### config.mk
export PLATFORM = sky130hd
export DESIGN_NAME = tgr_front_flat
export DESIGN_NICKNAME = d
export VERILOG_FILES = /design/src/hw/rtl/tgr_pkg.sv /design/src/hw/rtl/tgr_if.sv /design/src/hw/rtl/tgr_front.sv /design/src/flat_wrapper.sv
export SDC_FILE = /design/constraint.sdc
export NUM_CORES = 1
export LEC_CHECK = 0
export BUFFER_PORTS_ARGS = -buffer_cell sky130_fd_sc_hd__buf_2
export CAP_MARGIN = 20
export CORE_MARGIN = 4
export CORE_UTILIZATION = 45
export DETAILED_ROUTE_END_ITERATION = 7
export GPL_TIMING_DRIVEN = 0
export PLACE_DENSITY = 0.77
export SETUP_SLACK_MARGIN = 0.3
export SYNTH_ARGS = -nofsm -noshare
export SYNTH_HDL_FRONTEND = slang
export SYNTH_SLANG_ARGS = --single-unit
### constraint.sdc
create_clock -name clk -period 3.9 [get_ports clk]
set_input_delay 0.39 -clock clk [delete_from_list [all_inputs] [get_ports clk]]
set_output_delay 0.39 -clock clk [all_outputs]
set_load 0.02 [all_outputs]
### src/hw/rtl/tgr_pkg.sv
// Shared types, codes and defaults for the tile id resolver.
package tgr_pkg;

    localparam int TILESETS_DEF  = 4;
    localparam int ANIMS_DEF     = 16;
    localparam int FRAMES_DEF    = 16;
    localparam int MAP_TILES_DEF = 1024;

    localparam logic [32:0] MAX33 = 33'h1_FFFF_FFFF;
    localparam logic [19:0] TOTAL_MAX = 20'hF_FFFF;

    typedef enum logic [1:0] {
        OP_DESC  = 2'd0,
        OP_FRAME = 2'd1,
        OP_MAP   = 2'd2,
        OP_QUERY = 2'd3
    } op_t;

    localparam logic [2:0] DSEL_FIRST   = 3'd0;
    localparam logic [2:0] DSEL_COLUMNS = 3'd1;
    localparam logic [2:0] DSEL_TILE_W  = 3'd2;
    localparam logic [2:0] DSEL_TILE_H  = 3'd3;
    localparam logic [2:0] DSEL_SPACING = 3'd4;
    localparam logic [2:0] DSEL_MARGIN  = 3'd5;
    localparam logic [2:0] DSEL_COUNT   = 3'd6;

    typedef struct packed {
        logic [1:0]  cmd;
        logic [1:0]  tileset_slot;
        logic [2:0]  desc_select;
        logic [9:0]  entry_index;
        logic [3:0]  anim_slot;
        logic        anim_present;
        logic [23:0] load_value;
        logic [15:0] frame_duration;
        logic [23:0] gid;
        logic [31:0] time_ms;
    } in_item_t;

    typedef struct packed {
        logic        found;
        logic [1:0]  match_slot;
        logic [23:0] local_tile;
        logic        animated;
        logic [3:0]  anim_hit;
        logic [23:0] shown_tile;
        logic        rect_valid;
        logic [32:0] src_x;
        logic [32:0] src_y;
        logic [15:0] rect_w;
        logic [15:0] rect_h;
    } out_item_t;

    typedef struct packed {
        op_t      op;
        in_item_t item;
    } q_item_t;

    typedef enum logic [3:0] {
        B_CLEAR,
        B_IDLE,
        B_SCAN,
        B_LOCAL,
        B_MAP,
        B_MOD,
        B_WADDR,
        B_WCHK,
        B_RECT,
        B_DIV,
        B_MUL,
        B_SUM,
        B_EMIT
    } bstate_t;

endpackage

### src/hw/rtl/tgr_if.sv
// Valid/ready channel interfaces for input items and results.
interface tgr_in_if;
    logic               valid;
    logic               ready;
    tgr_pkg::in_item_t  data;
    modport source (output valid, output data, input ready);
    modport sink (input valid, input data, output ready);
endinterface


### src/hw/rtl/tgr_front.sv
// Front end: accepts items, drops writes that do nothing, queues the rest.
module tgr_front #(
    parameter int TILESETS  = tgr_pkg::TILESETS_DEF,
    parameter int ANIMS     = tgr_pkg::ANIMS_DEF,
    parameter int FRAMES    = tgr_pkg::FRAMES_DEF,
    parameter int MAP_TILES = tgr_pkg::MAP_TILES_DEF
) (
    input  logic              clk,
    input  logic              rst_n,
    input  logic              enable,
    tgr_in_if.sink            req,
    output logic              q_valid,
    input  logic              q_ready,
    output tgr_pkg::q_item_t  q_data
);
    tgr_pkg::q_item_t ent_reg [2];
    logic             wptr_reg;
    logic             rptr_reg;
    logic [1:0]       cnt_reg;
    tgr_pkg::op_t     op_c;
    logic             keep_c;
    logic             push;
    logic             pop;

    always_comb
    begin
        op_c = tgr_pkg::op_t'(req.data.cmd);
        case (op_c)
            tgr_pkg::OP_DESC:
                keep_c = (32'(req.data.tileset_slot) < TILESETS) &&
                         (req.data.desc_select <= tgr_pkg::DSEL_COUNT);
            tgr_pkg::OP_FRAME:
                keep_c = (32'(req.data.anim_slot) < ANIMS) &&
                         (32'(req.data.entry_index) < FRAMES);
            tgr_pkg::OP_MAP:
                keep_c = (32'(req.data.tileset_slot) < TILESETS) &&
                         (32'(req.data.entry_index) < MAP_TILES);
            tgr_pkg::OP_QUERY:
                keep_c = 1'b1;
            default:
                keep_c = 1'b0;
        endcase
    end

    assign req.ready = enable && (cnt_reg != 2'd2);
    assign push      = req.valid && req.ready && keep_c;
    assign pop       = q_valid && q_ready;
    assign q_valid   = (cnt_reg != 2'd0);
    assign q_data    = ent_reg[rptr_reg];

    always_ff @(posedge clk or negedge rst_n)
    begin
        if (!rst_n)
        begin
            wptr_reg <= 1'b0;
            rptr_reg <= 1'b0;
            cnt_reg  <= '0;
        end
        else
        begin
            if (push)
            begin
                wptr_reg <= ~wptr_reg;
            end
            if (pop)
            begin
                rptr_reg <= ~rptr_reg;
            end
            if (push && !pop)
            begin
                cnt_reg <= cnt_reg + 2'd1;
            end
            else if (pop && !push)
            begin
                cnt_reg <= cnt_reg - 2'd1;
            end
        end
    end

    always_ff @(posedge clk)
    begin
        if (push)
        begin
            ent_reg[wptr_reg] <= '{op: op_c, item: req.data};
        end
    end

    a_cnt_range: assert property (@(posedge clk) disable iff (!rst_n)
        cnt_reg != 2'd3) else $error("queue count out of range");
    a_full_stall: assert property (@(posedge clk) disable iff (!rst_n)
        cnt_reg == 2'd2 |-> !req.ready) else $error("transfer into full queue");
    a_clear_stall: assert property (@(posedge clk) disable iff (!rst_n)
        !enable |-> !req.ready) else $error("transfer during map clear");
    a_ptr_track: assert property (@(posedge clk) disable iff (!rst_n)
        (cnt_reg == 2'd0 || cnt_reg == 2'd2) |-> wptr_reg == rptr_reg)
        else $error("queue pointers disagree with count");
endmodule

### src/flat_wrapper.sv
// flat-port wrapper written by rule: the top's interface ports become plain ports
module tgr_front_flat 
#(
    parameter int TILESETS  = tgr_pkg::TILESETS_DEF,
    parameter int ANIMS     = tgr_pkg::ANIMS_DEF,
    parameter int FRAMES    = tgr_pkg::FRAMES_DEF,
    parameter int MAP_TILES = tgr_pkg::MAP_TILES_DEF
)
  (clk, rst_n, enable, q_valid, q_ready, q_data, req_valid, req_data, req_ready);
  tgr_in_if req_i ();
  input  logic clk;
  input  logic rst_n;
  input  logic enable;
  output logic q_valid;
  input  logic q_ready;
  output tgr_pkg::q_item_t q_data;
  input wire logic [$bits(req_i.valid)-1:0] req_valid;
  input wire logic [$bits(req_i.data)-1:0] req_data;
  output wire logic [$bits(req_i.ready)-1:0] req_ready;
  assign req_i.valid = req_valid;
  assign req_i.data = req_data;
  assign req_ready = req_i.ready;
  tgr_front #(.TILESETS(TILESETS), .ANIMS(ANIMS), .FRAMES(FRAMES), .MAP_TILES(MAP_TILES)) u_core (.clk(clk), .rst_n(rst_n), .enable(enable), .req(req_i), .q_valid(q_valid), .q_ready(q_ready), .q_data(q_data));
endmodule
# After elaboration in Yosys (flattened, before gate mapping)
# Memory sizes are Yosys's and may differ from the RTL's.
# Index checks and enable logic that the tools add are counted.
[classes] n_addsub=2 order_cmp=2 eq_ne=4 mux=5 bitwise=2 n_reduce_logical=12
[ops] op="< comparator 10 x 5 -> 1 bit (second input constant)" count=1
[ops] op="logical AND 1 bit" count=6
[ops] op="== test 2 bit (second input constant)" count=2
[ops] op="two-way mux 2 bit" count=2
[ops] op="nonzero test 2 bit" count=2
[ops] op="<= comparator 3 bit (second input constant)" count=1
[ops] op="case mux 1 bit (3 select lines)" count=1
[ops] op="adder 2 x 1 -> 2 bit (second input constant)" count=1
[ops] op="== test 2 x 1 -> 1 bit (second input constant)" count=1
[ops] op="logical NOT 1 bit" count=2
[ops] op="logical NOT 2 bit" count=1
[ops] op="two-way mux 1 bit" count=2
[ops] op="!= test 2 bit (second input constant)" count=1
[ops] op="NOT 1 bit" count=2
[ops] op="OR reduction 2 bit" count=1
[ops] op="subtractor 2 x 1 -> 2 bit (second input constant)" count=1
[totals] register_bits=4 ram_bits=240 input_bits=123 out_inout_bits=122 wordCells=31 memories=1
[mem_list] memory="u_core.ent_reg" words=2 width=120 rd=1 rd_ports_with_merged_regs=0 wr=1 line_no="tgr_front.sv:16" rtl="tgr_pkg::q_item_t ent_reg [2];"

# Logic depth before layout (Yosys ltp)
[logic_depth] depth_word=8 depth_mapped=7 mapped_depth_nobuf=7

# Least setup slack after synthesis
# OpenSTA, ideal clock, no wires.
[synth_path] kind="register to register" from="register u_core.cnt_reg[0]" to="memory u_core.ent_reg[1][0] (netlist name) (enable)" setup_ns=0.490 t_arrival_ns=3.744 required_ns=3.410 path_slack_ns=-0.334 path_stages_with_launch=5 n_path_buf=0 period_less_slack_ns=4.234 path_cell_list="dfrtp_1 > inv_1 > a21boi_2 > o311a_4 > and2_1"
[synth_via] elab_chain_cells=6
[synth_rtl] item="from (decl)" line_no="tgr_front.sv:19" rtl="logic [1:0] cnt_reg;"
[synth_rtl] item="from (signal assigned)" line_no="tgr_front.sv:71" rtl="cnt_reg <= cnt_reg + 2'd1;"
[synth_rtl] item="from (signal assigned)" line_no="tgr_front.sv:75" rtl="cnt_reg <= cnt_reg - 2'd1;"
[synth_rtl] item="!= test 2 bit" line_no="tgr_front.sv:45" rtl="assign req.ready = enable && (cnt_reg != 2'd2);"
[synth_rtl] item="logical AND 1 bit" line_no="tgr_front.sv:45"
[synth_rtl] item="net req_ready" line_no="flat_wrapper.sv:19" rtl="output wire logic [$bits(req_i.ready)-1:0] req_ready;"
[synth_rtl] item="logical AND 1 bit (2 in series)" line_no="tgr_front.sv:46" rtl="assign push = req.valid && req.ready && keep_c;"
[synth_rtl] item="net u_core.push" line_no="tgr_front.sv:22" rtl="logic push;"
[synth_rtl] item="two-way mux 1 bit" line_no="tgr_front.sv:82" rtl="if (push)"
[synth_rtl] item="two-way mux 1 bit (implied by the code)" line_no="tgr_front.sv:84" rtl="ent_reg[wptr_reg] <= '{op: op_c, item: req.data};"
[synth_rtl] item="to (decl)" line_no="tgr_front.sv:16"
# The timed path passes the listed nets, and every way through them passes these cells.

==> flow_metrics.tcl <==
set metrics [dict create \
    outcome "complete, no violations" \
    yosysMostFrequentCell "edfxtp_1" \
    min_from "req_data[53]" \
    final_max_slew_viol_count 0 \
    final_antenna_net_count 0 \
    die_w_um 147 \
    first_global_vias 5096 \
    grt-busiest-layer "met2" \
    hpwl_um 12000 \
    hp-class "input port to register" \
    fmaxAchievable_mhz 393 \
    cp_data_arrival_time_ns 2.16 \
    synth.net_count 515 \
    synth_edf_count 236 \
    synth_area_um2 8750 \
    cts_setup_buffers 0 \
    clk_pin_slew_worst_paths_ns 0.06 \
    start_util_pct 46.3 \
    grt_first_pass_wirelength_um 26900 \
    clockBufferDepth 3 \
    holdPathStages 1 \
    via_per_inst 4.86 \
    cts.repair.resized 0 \
    rr_worst_depth 5 \
    grt_max_degree 57 \
    powerDensity_nw_per_um2 674 \
    grt_use_total_pct 15.5 \
    placed_cell_area_um2 10400 \
    synth_area_leader_cell "edfxtp_1" \
    drc 0 \
    antenna_found_initial 2 \
    crit_fanout 10 \
    fin_area_um2 11200 \
    syn_to_final_growth_pct 27.6 \
    cts_buffers 25 \
    gr-usage-met1_pct 18.9 \
    finalHoldViolations 0 \
    setup-violations-final 0 \
    synth_common_cells "edfxtp_1 (236), mux2_2 (74), mux2_1 (44)" \
    cts_tree "yes" \
    die-area_um2 21700 \
    via_count 4598 \
    peakVddDrop_mv 0.413 \
    finalSetupTns_ns 0 \
    ys_ff_latch 240 \
    num_rows 50 \
    wl_um 17300 \
    path_class "register to output port" \
    fin_nets 791 \
    die_y_um 147 \
    max_slew_margin_pct 62.3 \
    period_share_pct 65.3 \
    use_met3_pct 4.02 \
    seq_area_frac_synth_pct 82.2 \
    r2r_start "u_core.cnt_reg[0]$_DFFE_PN0P_" \
    post-route-util_pct 59.1 \
    ios 245 \
    dr.pass1.iters 4 \
    hold_slack_ns 0.0585 \
    leakagePower_nw 4.17 \
    synthTopCellsByArea "edfxtp_1 (81%), mux2_2 (9.5%), mux2_1 (5.7%), dfrtp_1 (1.1%), buf_2 (0.69%)" \
    syn_inst 391 \
    grt_util_met2_pct 27.7 \
    grt.overflow.total 0 \
    routabilityCongestion 0.737 \
    worst_setup_path_end_kind "output port" \
    period_minus_slack_ns 2.55 \
    nFillCells 1471 \
    synth_flop_cell "edfxtp_1" \
    largest_register_ff_count 236 \
    clock_skew_ns 0.0274 \
    crit_start "u_core.rptr_reg$_DFFE_PN0P_" \
    synth_warnings 0 \
    rsz0062_at_grt "false" \
    synth_cell_types 21 \
    coreArea_um2 18900 \
    cts_root_buf "clkbuf_16" \
    cts_sinks 240 \
    port_buffers 244 \
    avgSynthCellArea_um2 22.4 \
    dp_cells 899 \
    wire_per_inst_um 18.2 \
    clkLatencyLatePin_ns 0.52 \
    cap_violations 0 \
    htree_num_levels 1 \
    worst_pin_slew_ns 0.566 \
    drive_gt1_share_pct 55.5 \
    worstPathRequired_ns 3.51 \
    stdcell_count 947 \
    synthArstFlopShare_pct 1.67 \
    drt_iter0_markers 99 \
    synth_top_area_share_pct 81.0 \
    cp-start-kind "register" \
]
routing by layer:
layer / vias to the layer above / share of wire [%]
met1: 2262 / 39
li1: 2119 / -
met4: 4 / 2.4
met5: - / 0.13
met3: 31 / 6.9
met2: 182 / 51
critical path: stages (launching register included):
cell	delay, ns
dfrtp_1	0.34
buf_2	0.30
buf_2	0.32
mux2_2	0.39
buf_4	0.13
buf_2	0.15
layout make-up:
| class | count | area [um2] | area share [%] |
|---|---|---|---|
| diodes | 1 | 2.50 | 0.0224 |
| plain buffers | 15 | 82.6 | 0.740 |
| clock buffers | 29 | 641 | 5.74 |
| clock inverters | 17 | 118 | 1.05 |
| inverters | 1 | 3.75 | 0.0336 |
| multi-input cells | 135 | 1480 | 13.3 |
| flip-flops and latches | 240 | 7190 | 64.4 |
| well taps | 260 | 325 | 2.91 |
| repair buffers | 249 | 1330 | 11.9 |
per-stage QoR:
stage / total power [mW] / setup WS, ns
global placement: 5.38 / 0.111
finish: 7.52 / 1.35
global route: 7.88 / 1.22
CTS: 7.63 / 1.28
floorplan: 4.71 / 0.970
detailed placement: 5.45 / 1.48
what timing repair did:
item,4_1_cts,5_1_grt
setup endpoints to repair,0,0
hold endpoints to repair,4,0
hold buffers,1,0
worst paths after layout:
path	slack, ns	end
worst max-delay path	1.35	q_data[118]
worst min-delay path	0.06	u_core.ent_reg[1][53]$_DFFE_PP_
worst max register to register	1.78	u_core.ent_reg[1][22]$_DFFE_PP_
worst min register to register	0.52	u_core.cnt_reg[1]$_DFFE_PN0P_
max in group asynchronous	3.56	u_core.cnt_reg[1]$_DFFE_PN0P_
min in group asynchronous	0.22	u_core.rptr_reg$_DFFE_PN0P_
cell usage in the layout, fill, tap and decap left out, drive strengths merged:
master / Yosys / layout
nor2: 2 / 2
xor2: 3 / 3
o311a: 1 / 1
or2: 1 / 1
a21boi: 1 / 1
nand2: 1 / 1
clkinv: 0 / 13
ha: 1 / 1
inv: 1 / 2
xnor2: 2 / 2
a31oi: 1 / 1
clkinvlp: 0 / 2
and2b: 1 / 1
diode: 0 / 1
dlygate4sd3: 0 / 1
dfrtp: 4 / 4
mux2: 118 / 118
bufinv: 0 / 1
and3: 1 / 1
nor4: 1 / 1
edfxtp: 236 / 236
buf: 15 / 263
and2: 1 / 1
clkbuf: 0 / 29
kinds of logic (layout without fill, tap and decap cells):
kind of cell | after synthesis | in the layout | synth area share [%]
flops | 240 | 240 | 82.2
mux | 118 | 118 | 15.2
buf+inv | 16 | 311 | 0.987
simple gates | 8 | 8 | 0.501
xor+xnor | 5 | 5 | 0.587
compound gates | 3 | 3 | 0.443
fa+ha+maj | 1 | 1 | 0.143
other cells | 0 | 1 | 0
power by group:
group / internal (mW) / switching [mW]
combinational: 0.869 / 1.31
sequential: 3.12 / 0.0668
clock: 1.25 / 0.910
Power figures use the tool's default switching activity.
